$ cat src/hw/rtl/rsc_pkg.sv
// RPN stack calculator: shared constants, types and the microcode table.
// Depends on nothing; used by the interfaces, the top level, the divider and the checker.
`timescale 1ns / 1ps
`default_nettype none

package rsc_pkg;

  localparam int STACK_DEPTH = 16;
  localparam int CNT_W       = $clog2(STACK_DEPTH + 1);
  localparam int ADDR_W      = $clog2(STACK_DEPTH);

  localparam int Q_W    = 32;
  localparam int OPC_W  = 3;
  localparam int ST_W   = 2;
  localparam int DIVN_W = Q_W + 16;
  localparam int DIVC_W = $clog2(DIVN_W + 1);
  localparam int PC_W   = 4;

  localparam logic [Q_W-1:0] Q_MAX = 32'h7FFF_FFFF;
  localparam logic [Q_W-1:0] Q_MIN = 32'h8000_0000;

  localparam logic [OPC_W-1:0] OP_PUSH = 3'd0;
  localparam logic [OPC_W-1:0] OP_ADD  = 3'd1;
  localparam logic [OPC_W-1:0] OP_SUB  = 3'd2;
  localparam logic [OPC_W-1:0] OP_MUL  = 3'd3;
  localparam logic [OPC_W-1:0] OP_DIV  = 3'd4;

  localparam logic [ST_W-1:0] ST_OK      = 2'd0;
  localparam logic [ST_W-1:0] ST_FULL    = 2'd1;
  localparam logic [ST_W-1:0] ST_DIVZERO = 2'd2;
  localparam logic [ST_W-1:0] ST_SAT     = 2'd3;

  // microcode step addresses
  localparam logic [PC_W-1:0] PC_FETCH   = 4'd0;
  localparam logic [PC_W-1:0] PC_PUSH    = 4'd1;
  localparam logic [PC_W-1:0] PC_POPR    = 4'd2;
  localparam logic [PC_W-1:0] PC_POPL    = 4'd3;
  localparam logic [PC_W-1:0] PC_LATL    = 4'd4;
  localparam logic [PC_W-1:0] PC_EXEC    = 4'd5;
  localparam logic [PC_W-1:0] PC_DIV     = 4'd6;
  localparam logic [PC_W-1:0] PC_DIVFIN  = 4'd7;
  localparam logic [PC_W-1:0] PC_MULFIN  = 4'd8;
  localparam logic [PC_W-1:0] PC_PUSHRES = 4'd9;
  localparam logic [PC_W-1:0] PC_RDTOP   = 4'd10;
  localparam logic [PC_W-1:0] PC_EMIT    = 4'd11;

  typedef enum logic [3:0] {
    A_FETCH, A_PUSH, A_POPR, A_POPL, A_LATL, A_EXEC,
    A_DIV, A_DIVFIN, A_MULFIN, A_PUSHRES, A_RDTOP, A_EMIT
  } act_t;

  typedef enum logic [2:0] {
    SQ_NEXT, SQ_GOTO, SQ_DISPATCH, SQ_OPSEL, SQ_LOOP, SQ_WAITOUT
  } seq_t;

  typedef struct packed {
    act_t            act;
    seq_t            seq;
    logic [PC_W-1:0] target;
  } uword_t;

  typedef struct packed {
    logic [Q_W-1:0] value;
    logic           sat;
  } sat_t;

  function automatic uword_t ucode(input logic [PC_W-1:0] pc);
    uword_t w;
    w = '{act: A_FETCH, seq: SQ_GOTO, target: PC_FETCH};
    case (pc)
      PC_FETCH:   w = '{act: A_FETCH,   seq: SQ_DISPATCH, target: PC_FETCH};
      PC_PUSH:    w = '{act: A_PUSH,    seq: SQ_GOTO,     target: PC_RDTOP};
      PC_POPR:    w = '{act: A_POPR,    seq: SQ_NEXT,     target: PC_FETCH};
      PC_POPL:    w = '{act: A_POPL,    seq: SQ_NEXT,     target: PC_FETCH};
      PC_LATL:    w = '{act: A_LATL,    seq: SQ_NEXT,     target: PC_FETCH};
      PC_EXEC:    w = '{act: A_EXEC,    seq: SQ_OPSEL,    target: PC_FETCH};
      PC_DIV:     w = '{act: A_DIV,     seq: SQ_LOOP,     target: PC_DIVFIN};
      PC_DIVFIN:  w = '{act: A_DIVFIN,  seq: SQ_GOTO,     target: PC_PUSHRES};
      PC_MULFIN:  w = '{act: A_MULFIN,  seq: SQ_NEXT,     target: PC_FETCH};
      PC_PUSHRES: w = '{act: A_PUSHRES, seq: SQ_NEXT,     target: PC_FETCH};
      PC_RDTOP:   w = '{act: A_RDTOP,   seq: SQ_NEXT,     target: PC_FETCH};
      PC_EMIT:    w = '{act: A_EMIT,    seq: SQ_WAITOUT,  target: PC_FETCH};
      default:    w = '{act: A_FETCH,   seq: SQ_GOTO,     target: PC_FETCH};
    endcase
    return w;
  endfunction

  function automatic logic [Q_W-1:0] mag(input logic [Q_W-1:0] x);
    return x[Q_W-1] ? (~x + 1'b1) : x;
  endfunction

  // Clamp a sign and magnitude pair to the Q16.16 range.
  function automatic sat_t sat_mag(input logic neg, input logic [DIVN_W-1:0] m);
    sat_t s;
    s.sat   = 1'b0;
    s.value = m[Q_W-1:0];
    if (neg) begin
      if (m > DIVN_W'(Q_MIN)) begin
        s.value = Q_MIN;
        s.sat   = 1'b1;
      end else begin
        s.value = ~m[Q_W-1:0] + 1'b1;
      end
    end else if (m > DIVN_W'(Q_MAX)) begin
      s.value = Q_MAX;
      s.sat   = 1'b1;
    end
    return s;
  endfunction

endpackage

`default_nettype wire

$ cat src/hw/rtl/rsc_if.sv
// Valid/ready channel interfaces for the RPN stack calculator.
// Depends on rsc_pkg for field widths.
`timescale 1ns / 1ps
`default_nettype none

interface rsc_cmd_if;
  logic                                valid;
  logic                                ready;
  logic [rsc_pkg::OPC_W-1:0]           opcode;
  logic signed [rsc_pkg::Q_W-1:0]      operand_value;

  modport source (output valid, output opcode, output operand_value, input ready);
  modport sink   (input valid, input opcode, input operand_value, output ready);
endinterface

interface rsc_res_if;
  logic                                valid;
  logic                                ready;
  logic signed [rsc_pkg::Q_W-1:0]      top_value;
  logic [rsc_pkg::ST_W-1:0]            status;

  modport source (output valid, output top_value, output status, input ready);
  modport sink   (input valid, input top_value, input status, output ready);
endinterface

`default_nettype wire

$ cat src/hw/rtl/rpn_stack_calculator_unit.sv
// RPN stack calculator top level: microcode sequencer, operand stack and datapath.
// Depends on rsc_pkg, rsc_cmd_if, rsc_res_if and rsc_divider.
// Each accepted transaction runs its own microcode path: push, unused opcode, add/subtract,
// multiply and divide (which waits on the one-bit-per-cycle divider) differ in length.
// One transaction at a time; the next is taken once the result is registered.
// Synchronous reset empties the stack and drops any pending result; no clearing pass.
`timescale 1ns / 1ps
`default_nettype none

module rpn_stack_calculator_unit (
  input  wire logic  clk,
  input  wire logic  rst,
  rsc_cmd_if.sink    cmd,
  rsc_res_if.source  res
);

  localparam int QW = rsc_pkg::Q_W;

  logic [rsc_pkg::PC_W-1:0]   pc;
  logic [rsc_pkg::PC_W-1:0]   pc_next;
  rsc_pkg::uword_t            uw;

  logic [rsc_pkg::CNT_W-1:0]  count;
  logic [rsc_pkg::CNT_W-1:0]  cnt_m1;
  logic                       full;
  logic                       empty;

  logic [QW-1:0]              mem [rsc_pkg::STACK_DEPTH];
  logic [QW-1:0]              rdata;
  logic                       mem_we;
  logic                       mem_re;
  logic [rsc_pkg::ADDR_W-1:0] waddr;
  logic [rsc_pkg::ADDR_W-1:0] raddr;
  logic [QW-1:0]              wdata;

  logic [rsc_pkg::OPC_W-1:0]  op;
  logic [QW-1:0]              val;
  logic [QW-1:0]              right;
  logic [QW-1:0]              left;
  logic                       right_ok;
  logic                       left_ok;
  logic                       neg;
  logic                       dz;
  logic [2*QW-1:0]            prod;
  logic [QW-1:0]              result;
  logic [rsc_pkg::ST_W-1:0]   status;

  logic [QW:0]                sum;
  logic [QW:0]                diff;
  rsc_pkg::sat_t              mul_s;
  rsc_pkg::sat_t              div_s;

  logic                       div_load;
  logic                       div_busy;
  logic [rsc_pkg::DIVN_W-1:0] quotient;

  logic                       out_valid;
  logic [QW-1:0]              out_top;
  logic [rsc_pkg::ST_W-1:0]   out_status;
  logic                       accept;
  logic                       emit_go;

  assign uw      = rsc_pkg::ucode(pc);
  assign full    = count == rsc_pkg::CNT_W'(rsc_pkg::STACK_DEPTH);
  assign empty   = count == '0;
  assign cnt_m1  = count - 1'b1;
  assign accept  = cmd.valid && cmd.ready;
  assign emit_go = !out_valid || res.ready;

  assign cmd.ready     = uw.act == rsc_pkg::A_FETCH;
  assign res.valid     = out_valid;
  assign res.top_value = out_top;
  assign res.status    = out_status;

  // sequencer
  always_comb begin
    pc_next = pc;
    case (uw.seq)
      rsc_pkg::SQ_NEXT: pc_next = pc + 1'b1;
      rsc_pkg::SQ_GOTO: pc_next = uw.target;
      rsc_pkg::SQ_DISPATCH: begin
        if (accept) begin
          if (cmd.opcode == rsc_pkg::OP_PUSH) begin
            pc_next = rsc_pkg::PC_PUSH;
          end else if (cmd.opcode inside {[rsc_pkg::OP_ADD:rsc_pkg::OP_DIV]}) begin
            pc_next = rsc_pkg::PC_POPR;
          end else begin
            pc_next = rsc_pkg::PC_RDTOP;
          end
        end
      end
      rsc_pkg::SQ_OPSEL: begin
        case (op)
          rsc_pkg::OP_DIV: pc_next = rsc_pkg::PC_DIV;
          rsc_pkg::OP_MUL: pc_next = rsc_pkg::PC_MULFIN;
          default:         pc_next = rsc_pkg::PC_PUSHRES;
        endcase
      end
      rsc_pkg::SQ_LOOP:    pc_next = div_busy ? pc : uw.target;
      rsc_pkg::SQ_WAITOUT: pc_next = emit_go ? uw.target : pc;
      default:             pc_next = rsc_pkg::PC_FETCH;
    endcase
  end

  // stack memory control
  always_comb begin
    mem_we = 1'b0;
    mem_re = 1'b0;
    wdata  = result;
    case (uw.act)
      rsc_pkg::A_PUSH: begin
        mem_we = !full;
        wdata  = val;
      end
      rsc_pkg::A_PUSHRES: mem_we = !full;
      rsc_pkg::A_POPR, rsc_pkg::A_POPL, rsc_pkg::A_RDTOP: mem_re = !empty;
      default: ;
    endcase
  end

  assign waddr = count[rsc_pkg::ADDR_W-1:0];
  assign raddr = cnt_m1[rsc_pkg::ADDR_W-1:0];

  always_ff @(posedge clk) begin
    if (mem_we) begin
      mem[waddr] <= wdata;
    end
    if (mem_re) begin
      rdata <= mem[raddr];
    end
  end

  // arithmetic
  assign sum   = {left[QW-1], left} + {right[QW-1], right};
  assign diff  = {left[QW-1], left} - {right[QW-1], right};
  assign mul_s = rsc_pkg::sat_mag(neg, prod[2*QW-1:16]);
  assign div_s = rsc_pkg::sat_mag(neg, quotient);

  assign div_load = uw.act == rsc_pkg::A_EXEC && op == rsc_pkg::OP_DIV;

  rsc_divider u_divider (
    .clk      (clk),
    .rst      (rst),
    .load     (div_load),
    .dividend ({rsc_pkg::mag(left), 16'b0}),
    .divisor  (rsc_pkg::mag(right)),
    .quotient (quotient),
    .busy     (div_busy)
  );

  // control state
  always_ff @(posedge clk) begin
    if (rst) begin
      pc        <= rsc_pkg::PC_FETCH;
      count     <= '0;
      out_valid <= 1'b0;
    end else begin
      pc <= pc_next;
      case (uw.act)
        rsc_pkg::A_PUSH, rsc_pkg::A_PUSHRES: begin
          if (!full) begin
            count <= count + 1'b1;
          end
        end
        rsc_pkg::A_POPR, rsc_pkg::A_POPL: begin
          if (!empty) begin
            count <= cnt_m1;
          end
        end
        default: ;
      endcase
      if (uw.act == rsc_pkg::A_EMIT && emit_go) begin
        out_valid <= 1'b1;
      end else if (res.ready) begin
        out_valid <= 1'b0;
      end
    end
  end

  // datapath
  always_ff @(posedge clk) begin
    case (uw.act)
      rsc_pkg::A_FETCH: begin
        if (accept) begin
          op     <= cmd.opcode;
          val    <= cmd.operand_value;
          status <= rsc_pkg::ST_OK;
        end
      end
      rsc_pkg::A_PUSH: begin
        if (full) begin
          status <= rsc_pkg::ST_FULL;
        end
      end
      rsc_pkg::A_POPR: right_ok <= !empty;
      rsc_pkg::A_POPL: begin
        right   <= right_ok ? rdata : '0;
        left_ok <= !empty;
      end
      rsc_pkg::A_LATL: left <= left_ok ? rdata : '0;
      rsc_pkg::A_EXEC: begin
        neg  <= left[QW-1] ^ right[QW-1];
        dz   <= right == '0;
        prod <= rsc_pkg::mag(left) * rsc_pkg::mag(right);
        case (op)
          rsc_pkg::OP_ADD: begin
            if (sum[QW] != sum[QW-1]) begin
              result <= sum[QW] ? rsc_pkg::Q_MIN : rsc_pkg::Q_MAX;
              status <= rsc_pkg::ST_SAT;
            end else begin
              result <= sum[QW-1:0];
            end
          end
          rsc_pkg::OP_SUB: begin
            if (diff[QW] != diff[QW-1]) begin
              result <= diff[QW] ? rsc_pkg::Q_MIN : rsc_pkg::Q_MAX;
              status <= rsc_pkg::ST_SAT;
            end else begin
              result <= diff[QW-1:0];
            end
          end
          default: ;
        endcase
      end
      rsc_pkg::A_MULFIN: begin
        result <= mul_s.value;
        if (mul_s.sat) begin
          status <= rsc_pkg::ST_SAT;
        end
      end
      rsc_pkg::A_DIVFIN: begin
        if (dz) begin
          result <= left[QW-1] ? rsc_pkg::Q_MIN : rsc_pkg::Q_MAX;
          status <= rsc_pkg::ST_DIVZERO;
        end else begin
          result <= div_s.value;
          if (div_s.sat) begin
            status <= rsc_pkg::ST_SAT;
          end
        end
      end
      rsc_pkg::A_EMIT: begin
        if (emit_go) begin
          out_top    <= empty ? '0 : rdata;
          out_status <= status;
        end
      end
      default: ;
    endcase
  end

endmodule

`default_nettype wire

$ cat src/hw/rtl/rsc_divider.sv
// Restoring divider, one quotient bit per cycle, for the Q16.16 divide.
// Depends on rsc_pkg for widths.
`timescale 1ns / 1ps
`default_nettype none

module rsc_divider (
  input  wire logic                         clk,
  input  wire logic                         rst,
  input  wire logic                         load,
  input  wire logic [rsc_pkg::DIVN_W-1:0]   dividend,
  input  wire logic [rsc_pkg::Q_W-1:0]      divisor,
  output logic [rsc_pkg::DIVN_W-1:0]        quotient,
  output logic                              busy
);

  logic [rsc_pkg::Q_W-1:0]    rem;
  logic [rsc_pkg::Q_W-1:0]    dsr;
  logic [rsc_pkg::DIVN_W-1:0] quo;
  logic [rsc_pkg::DIVC_W-1:0] cnt;
  logic [rsc_pkg::Q_W:0]      trial;
  logic                       fits;

  assign trial    = {rem, quo[rsc_pkg::DIVN_W-1]};
  assign fits     = trial >= {1'b0, dsr};
  assign busy     = cnt != '0;
  assign quotient = quo;

  always_ff @(posedge clk) begin
    if (rst) begin
      cnt <= '0;
    end else if (load) begin
      cnt <= rsc_pkg::DIVC_W'(rsc_pkg::DIVN_W);
    end else if (busy) begin
      cnt <= cnt - 1'b1;
    end
  end

  always_ff @(posedge clk) begin
    if (load) begin
      rem <= '0;
      dsr <= divisor;
      quo <= dividend;
    end else if (busy) begin
      // shift the next dividend bit in, subtract where the divisor fits
      rem <= fits ? rsc_pkg::Q_W'(trial - {1'b0, dsr}) : trial[rsc_pkg::Q_W-1:0];
      quo <= {quo[rsc_pkg::DIVN_W-2:0], fits};
    end
  end

endmodule

`default_nettype wire

$ cat src/flat_wrapper.sv
// flat-port wrapper written by rule: the top's interface ports become plain ports
module rpn_stack_calculator_unit_flat 
  (clk, rst, cmd_valid, cmd_opcode, cmd_operand_value, cmd_ready, res_valid, res_top_value, res_status, res_ready);
  rsc_cmd_if cmd_i ();
  rsc_res_if res_i ();
  input  wire logic clk;
  input  wire logic rst;
  input wire logic [$bits(cmd_i.valid)-1:0] cmd_valid;
  input wire logic [$bits(cmd_i.opcode)-1:0] cmd_opcode;
  input wire logic [$bits(cmd_i.operand_value)-1:0] cmd_operand_value;
  output wire logic [$bits(cmd_i.ready)-1:0] cmd_ready;
  output wire logic [$bits(res_i.valid)-1:0] res_valid;
  output wire logic [$bits(res_i.top_value)-1:0] res_top_value;
  output wire logic [$bits(res_i.status)-1:0] res_status;
  input wire logic [$bits(res_i.ready)-1:0] res_ready;
  assign cmd_i.valid = cmd_valid;
  assign cmd_i.opcode = cmd_opcode;
  assign cmd_i.operand_value = cmd_operand_value;
  assign cmd_ready = cmd_i.ready;
  assign res_valid = res_i.valid;
  assign res_top_value = res_i.top_value;
  assign res_status = res_i.status;
  assign res_i.ready = res_ready;
  rpn_stack_calculator_unit u_core (.clk(clk), .rst(rst), .cmd(cmd_i), .res(res_i));
endmodule
$ cat config.mk
export PLATFORM = sky130hd
export DESIGN_NAME = rpn_stack_calculator_unit_flat
export DESIGN_NICKNAME = d
export VERILOG_FILES = /design/src/hw/rtl/rsc_pkg.sv /design/src/hw/rtl/rsc_if.sv /design/src/hw/rtl/rpn_stack_calculator_unit.sv /design/src/hw/rtl/rsc_divider.sv /design/src/flat_wrapper.sv
export SDC_FILE = /design/constraint.sdc
export NUM_CORES = 2
export LEC_CHECK = 0
export BUFFER_PORTS_ARGS = -buffer_cell sky130_fd_sc_hd__buf_2
export CAP_MARGIN = 20
export CORE_AREA = 5 5 379 381
export DETAILED_ROUTE_END_ITERATION = 7
export DIE_AREA = 0 0 384 386
export PLACE_DENSITY = 0.69
export SLEW_MARGIN = 30
export SYNTH_ARGS = -nofsm -noshare
export SYNTH_HDL_FRONTEND = slang
export SYNTH_SLANG_ARGS = --single-unit
$ cat constraint.sdc
create_clock -name clk -period 24.7 [get_ports clk]
set_input_delay 3.705 -clock clk [delete_from_list [all_inputs] [get_ports clk]]
set_output_delay 3.705 -clock clk [all_outputs]
set_load 0.05 [all_outputs]
# Yosys cells after proc, flatten, opt, wreduce, memory -nomap -nowiden
# Memory sizes are Yosys's and may differ from the RTL's. A register that Yosys moved wholly into a read port is not among the register bits.
# Index checks and enable logic that the tools add are counted.
# totals
ff_bits	363
latch_bits	0
mem_bits_rw	512
romBits	176
inputBits	39
out_inout_bits	36
mem_count	2
# classes
add_sub_neg	11
multipliers	1
n_div	0
magnitude_cmp	7
n_eq_ne	34
shifts	0
muxes	51
n_bitwise	5
n_reduce_logical	29
# mem_list
name	words	width	rd	rd_ports_with_merged_regs	wr	line	source
u_core.mem	16	32	1	1	1	rpn_stack_calculator_unit.sv:28	logic [QW-1:0] mem [rsc_pkg::STACK_DEPTH];
(name not given)	16	11	1	1	0	rsc_pkg.sv:70	case (pc)
# ops
cell	n
$mux 32	12
$mux 33	4
$add 32x1->32 const B	4
$not 32->32	4
$gt 48x31->1 const B	2
$gt 48x32->1 const B	2
$mux 48	2
$pmux 32 s3	1
$mul 32x32->64	1
$pmux 32 s2	1
$add 32x32->33	1
$ge 33x32->1	1
$sub 32x32->33	1
$logic_not 32->1	1
$sub 32x32->32	1
$mux 4	7
$pmux 4 s6	1
$eq 4x4->1 const B	4
$mux 2	7
$eq 3x2->1 const B	4
$eq 4x3->1 const B	3
$mux 6	2
$mux 5	2
$pmux 2 s5	1
36 further kinds	69

# Depth between registers and ports, before layout
# depth
depth_word	8
ltp_mapped	39
mapped_depth_nobuf	36

# Hierarchy
# A second synthesis with hierarchy kept.
# hier_totals
hier_cells	6920
area_unflattened_um2	75723.9
# modules_own_cells
module	instances	cells_per_inst	area_per_inst_um2	seq_area_each_um2
rpn_stack_calculator_unit	1	6316	69255.2	23332.4
rsc_divider	1	604	6468.7	3163.0

# Least setup slack after synthesis
# No wires, ideal clock.
# synth_path
path_type	register -> register
startpoint	register u_core.left[0]
endpoint	register u_core.prod[61] (data pin)
setup_ps	258
arrival_time_ps	10155
path_slack_ps	14287
path_stages_with_launch	36
n_path_buf	3
synth_period_minus_slack_ps	10413
path_cell_list	edfxtp_1 clkbuf_1 inv_1 clkbuf_1 ha_1 nand2_1 or4_4 or3_1 nand2b_1 o21ai_0 xor2_1 clkbuf_1 nor2_1 fa_1 fa_1 fa_1 inv_1 fa_1 inv_1 fa_1 fa_1 fa_1 inv_1 fa_1 inv_1 ha_1 nand4_1 or2_2 or4_1 a2111oi_0 o31ai_1 a21oi_1 a31o_2 a21o_1 a31oi_1 xnor2_1
# synth_via
elab_chain_cells	4
# synth_lines
element	line	source
from (decl)	rpn_stack_calculator_unit.sv:39	logic [QW-1:0] left;
from (signal assigned)	rpn_stack_calculator_unit.sv:200	rsc_pkg::A_LATL: left <= left_ok ? rdata : '0;
$not 32->32	rsc_pkg.sv:89	return x[Q_W-1] ? (~x + 1'b1) : x;
$add 32x1->32	rsc_pkg.sv:89	
$mux 32 *	rsc_pkg.sv:89	
$mul 32x32->64 *	rpn_stack_calculator_unit.sv:204	prod <= rsc_pkg::mag(left) * rsc_pkg::mag(right);
to (signal assigned)	rpn_stack_calculator_unit.sv:204	
to (decl)	rpn_stack_calculator_unit.sv:44	logic [2*QW-1:0] prod;
# Mark *: on every way between the ends. The rest lies on a longest branch, timed or not.
# A chain may end at the register's enable or synchronous reset.

# Worst setup path in the final report
# layout_path
startpoint	register u_core.right[0]
endpoint	register u_core.prod[61] (data pin)
# layout_via
elab_chain_cells	4
# layout_lines
element	line	source
from (decl)	rpn_stack_calculator_unit.sv:38	logic [QW-1:0] right;
from (signal assigned)	rpn_stack_calculator_unit.sv:197	right <= right_ok ? rdata : '0;
$not 32->32	rsc_pkg.sv:89	
$add 32x1->32	rsc_pkg.sv:89	
$mux 32 *	n/a	
$mul 32x32->64 *	rpn_stack_calculator_unit.sv:204	
# Marked as above.

==> flow_metrics.py <==
metrics = {
    "run_status": {
        "status": "completed",
    },
    "min_path": {
        "timing.hold.worst_endpoint": "u_core.res.status[0]$_DFFE_PP_",
        "worstHoldPathCells": 0,
        "hold_class": "reg2reg",
        "hold_start": "u_core.status[0]$_DFFE_PP_",
    },
    "placement": {
        "hpwl_detailed_um": 163000,
        "placement.io_buffers": 74,
        "gp_congestion": 0.996,
    },
    "clock_network": {
        "ctsResizeCount": 0,
        "post_cts_setup_buffer_count": 0,
        "clockBufferDepth": 3,
        "clock_latency_ns": 0.70,
        "path_clk_slew_ns": 0.06,
        "clock_tree.root_cell": "sky130_fd_sc_hd__clkbuf_16",
        "postCtsHoldBufs": 0,
        "cts_tree": "built",
        "cts_max_level": 3,
        "clkSinkCount": 902,
        "cts_inserted_buffers": 90,
    },
    "timing": {
        "number_of_slew_limit_violations_in_the_final_report": 0,
        "setup-violations-final": 0,
        "timing.final.crit_share_pct": 49.0,
        "hold-worst-slack_ns": 0.485,
        "max_freq_ghz": 0.0827,
        "tns_ns": 0,
        "finalWorstPathRequiredPeriod_ns": 12.09,
        "skew_ns": 0.0463,
        "tightestPinTransition_ns": 1.01,
        "worst_slew_margin_rel_pct": 32.6,
        "rsz0062_at_grt": "false",
        "hold_violations": 0,
    },
    "setup_path": {
        "rr_startpoint": "u_core.right[0]$_SDFFCE_PN0N_",
        "crit_path_end_kind": "flop",
        "r2r.worst_path.cells": 36,
        "worst-setup-path-type": "reg2reg",
        "critical_path.startpoint_type": "flop",
        "critical_path_arrival_ns": 12.53,
        "worstReg2RegEnd": "u_core.prod[61]$_DFFE_PP_",
        "reg2reg_setup_slack_ns": 12.61,
        "critPathBufInv": 8,
        "cp_data_required_time_ns": 25.14,
        "cell_type_group_with_the_largest_total_delay_on_the_critical_path": "adder cells",
        "critical-path-max-stage-delay_ns": 0.67,
        "cpMaxStageDelayCell": "sky130_fd_sc_hd__clkinv_1",
        "worst-path-max-fanout": 26,
        "cp_common_cell": "sky130_fd_sc_hd__fa_1",
    },
    "synthesis": {
        "synthesis.yosys.warnings": 0,
        "netlist-cell-type-count": 91,
        "ys_async_sr_fraction_pct": 0,
        "synth.net_count": 8153,
        "postSynthCellCount": 6849,
        "synth_area_um2": 74800,
        "number_of_register_bits_inferred_by_synthesis": 902,
        "ys_dominant_reg_cell": "sky130_fd_sc_hd__edfxtp_1",
        "synth_edf_count": 827,
        "synth.avg_cell_area_um2": 10.9,
        "ys_seq_area_share_pct": 35.2,
    },
    "floorplan": {
        "floorplan.die_area_um2": 148000,
        "i_o_pin_count": 75,
        "die_w_um": 384,
        "core_region_area_um2": 140000,
        "start_util_pct": 53.3,
        "rows": 138,
        "overall_die_height_um": 386,
    },
    "routing": {
        "routed-via-count": 52900,
        "initialDrtViolationCount": 5521,
        "drt_first_pass_iters": 6,
        "wl_per_cell_um": 26.2,
        "ant_nets": 0,
        "number_of_vias_per_cell_after_detailed_routing": 6.01,
        "detail_route.drc_violations": 0,
        "wl_um": 231000,
    },
    "cells_and_area": {
        "area_growth_syn_to_layout_pct": 8.30,
        "utilization_pct": 57.8,
        "post_route_cells_drive_above_1_share_pct": 9.79,
        "design.final.nets": 8145,
    },
    "global_route": {
        "first_pass_grt_wire_length_um": 347000,
        "first_global_vias": 54600,
        "antenna_violations_before_repair": 7,
        "grtUsageTotal_pct": 31.6,
        "globalRoute.totalOverflow": 0,
        "largest_net_degree_at_the_start_of_global_routing": 92,
    },
    "job": {
        "max-cap-violations": 0,
    },
}
[state kept, by name, indices dropped and copies added (netlist names), 2 cells and up]
register                   count
u_core.mem                   512
u_core.prod                   48
u_core.u_divider.quotient     48
u_core.left                   32
u_core.rdata                  32
u_core.res.top_value          32
u_core.result                 32
u_core.right                  32
u_core.u_divider.dsr          32
u_core.u_divider.rem          32
u_core.val                    32
u_core.uw                     11
u_core.u_divider.cnt           6
u_core.count                   5
u_core.pc                      4
u_core.op                      3
u_core.res.status              2
u_core.status                  2
[metal layers]
layer | track usage [%] | vias to the layer above | routed length [µm]
met2 | 50.1 | 2939 | 106000
met5 | 0 | - | 13
met4 | 16.5 | 2 | 15400
li1 | - | 22600 | -
met3 | 6.73 | 626 | 23300
met1 | 41.2 | 26700 | 86400
[area by class of cell]
cell class	instances	area, µm²
tap	1890	2360
inverter	1103	4140
multi-input combinational	4523	43700
clock inverter	50	531
clock buffer	114	2410
timing repair buffer	221	1520
antenna	4	10.0
fill	11700	59200
sequential	902	26300
[stage by stage]
stage | std cells | worst slack, ns | instance area, µm²
6_report | 8807 | 12.61 | 81000
5_1_grt | 8803 | 12.02 | 81000
4_1_cts | 8802 | 12.69 | 81000
3_5_place_dp | 8638 | 12.70 | 78000
3_3_place_gp | 8636 | 12.76 | 78000
2_1_floorplan | 6849 | 14.29 | 74800
[cell families (layout without fill, tap and decap cells)]
logic type               count (synthesis)  count (layout)  synth area share [%]
adder cells (fa/ha/maj)               1265            1265                  30.2
multiplexers                           226             226                  5.76
flip-flops                             902             902                  35.2
AND/OR/NAND/NOR                       1917            1917                  11.3
AO/OA/AOI/OAI                          838             838                  7.04
XOR/XNOR                               277             277                  3.28
other                                    0               4                     0
buffers and inverters                 1424            1488                  7.21
[worst register-to-register path: cells and delay by family (launching register included)]
family / cells / cell delay (ns)
AOI/OAI and AO/OA: 7 / 2.25
xor gates and xnor gates: 2 / 0.29
adders and majority gates: 10 / 4.28
buffers and inverters: 8 / 1.97
DFF: 1 / 0.35
and+or+nand+nor: 9 / 2.78
[Yosys cell counts (all sizes together) (87+ instances only)]
library cell / n / share of area, %
fa: 898 / 24
o21ai: 181 / 1.2
a21oi: 306 / 2.0
clkbuf: 284 / 1.4
edfxtp: 827 / 33
inv: 1088 / 5.5
nand2: 674 / 3.4
ha: 367 / 6.1
mux4: 160 / 4.8
and2: 132 / 1.1
xnor2: 171 / 2.0
nor3: 87 / 0.58
nor2: 723 / 3.6
xor2: 106 / 1.3
[how the worst max path moves through the flow]
stage	startpoint	to	slack (ns)	cells after the start
detailed placement	u_core.right[0]$_SDFFCE_PN0N_	u_core.prod[61]$_DFFE_PP_	12.70	33
CTS	u_core.right[0]$_SDFFCE_PN0N_	u_core.prod[61]$_DFFE_PP_	12.69	33
global placement	u_core.right[0]$_SDFFCE_PN0N_	u_core.prod[61]$_DFFE_PP_	12.76	31
global route	u_core.right[0]$_SDFFCE_PN0N_	u_core.prod[61]$_DFFE_PP_	12.02	33
floorplan	u_core.left[0]$_SDFFCE_PN0N_	u_core.prod[61]$_DFFE_PP_	14.29	35
finish	u_core.right[0]$_SDFFCE_PN0N_	u_core.prod[61]$_DFFE_PP_	12.61	36
[cells in the final DEF, fill, tap and decap left out, types with 21 or more instances in the layout]
| cell type | count |
|---|---|
| sky130_fd_sc_hd__xnor2_2 | 37 |
| sky130_fd_sc_hd__nand2_1 | 671 |
| sky130_fd_sc_hd__dfxtp_1 | 74 |
| sky130_fd_sc_hd__edfxtp_1 | 827 |
| sky130_fd_sc_hd__buf_4 | 143 |
| sky130_fd_sc_hd__nor2b_1 | 23 |
| sky130_fd_sc_hd__nor4_1 | 33 |
| sky130_fd_sc_hd__a211oi_1 | 22 |
| sky130_fd_sc_hd__clkinv_1 | 27 |
| sky130_fd_sc_hd__nor3_1 | 86 |
| sky130_fd_sc_hd__o31ai_1 | 33 |
| sky130_fd_sc_hd__mux2i_1 | 31 |
| sky130_fd_sc_hd__nand4_1 | 42 |
| sky130_fd_sc_hd__or4_1 | 21 |
| sky130_fd_sc_hd__clkbuf_16 | 92 |
| sky130_fd_sc_hd__buf_2 | 74 |
| sky130_fd_sc_hd__mux2_2 | 34 |
| sky130_fd_sc_hd__a21oi_1 | 305 |
| sky130_fd_sc_hd__nand3_1 | 38 |
| sky130_fd_sc_hd__or3_1 | 28 |
| sky130_fd_sc_hd__nor2_1 | 719 |
| sky130_fd_sc_hd__o21ai_0 | 180 |
| sky130_fd_sc_hd__fa_1 | 898 |
| sky130_fd_sc_hd__inv_1 | 1084 |
| sky130_fd_sc_hd__a21o_1 | 67 |
| sky130_fd_sc_hd__and2_1 | 120 |
| sky130_fd_sc_hd__xor2_1 | 93 |
| sky130_fd_sc_hd__ha_1 | 366 |
| sky130_fd_sc_hd__nand2b_1 | 38 |
| sky130_fd_sc_hd__xnor2_1 | 129 |
| sky130_fd_sc_hd__a31oi_1 | 22 |
| sky130_fd_sc_hd__mux4_2 | 160 |
| sky130_fd_sc_hd__o21bai_1 | 28 |
Power is left out: the tool's default activity adds up to more than one toggle a clock period on the data nets, which glitch-free logic cannot reach.
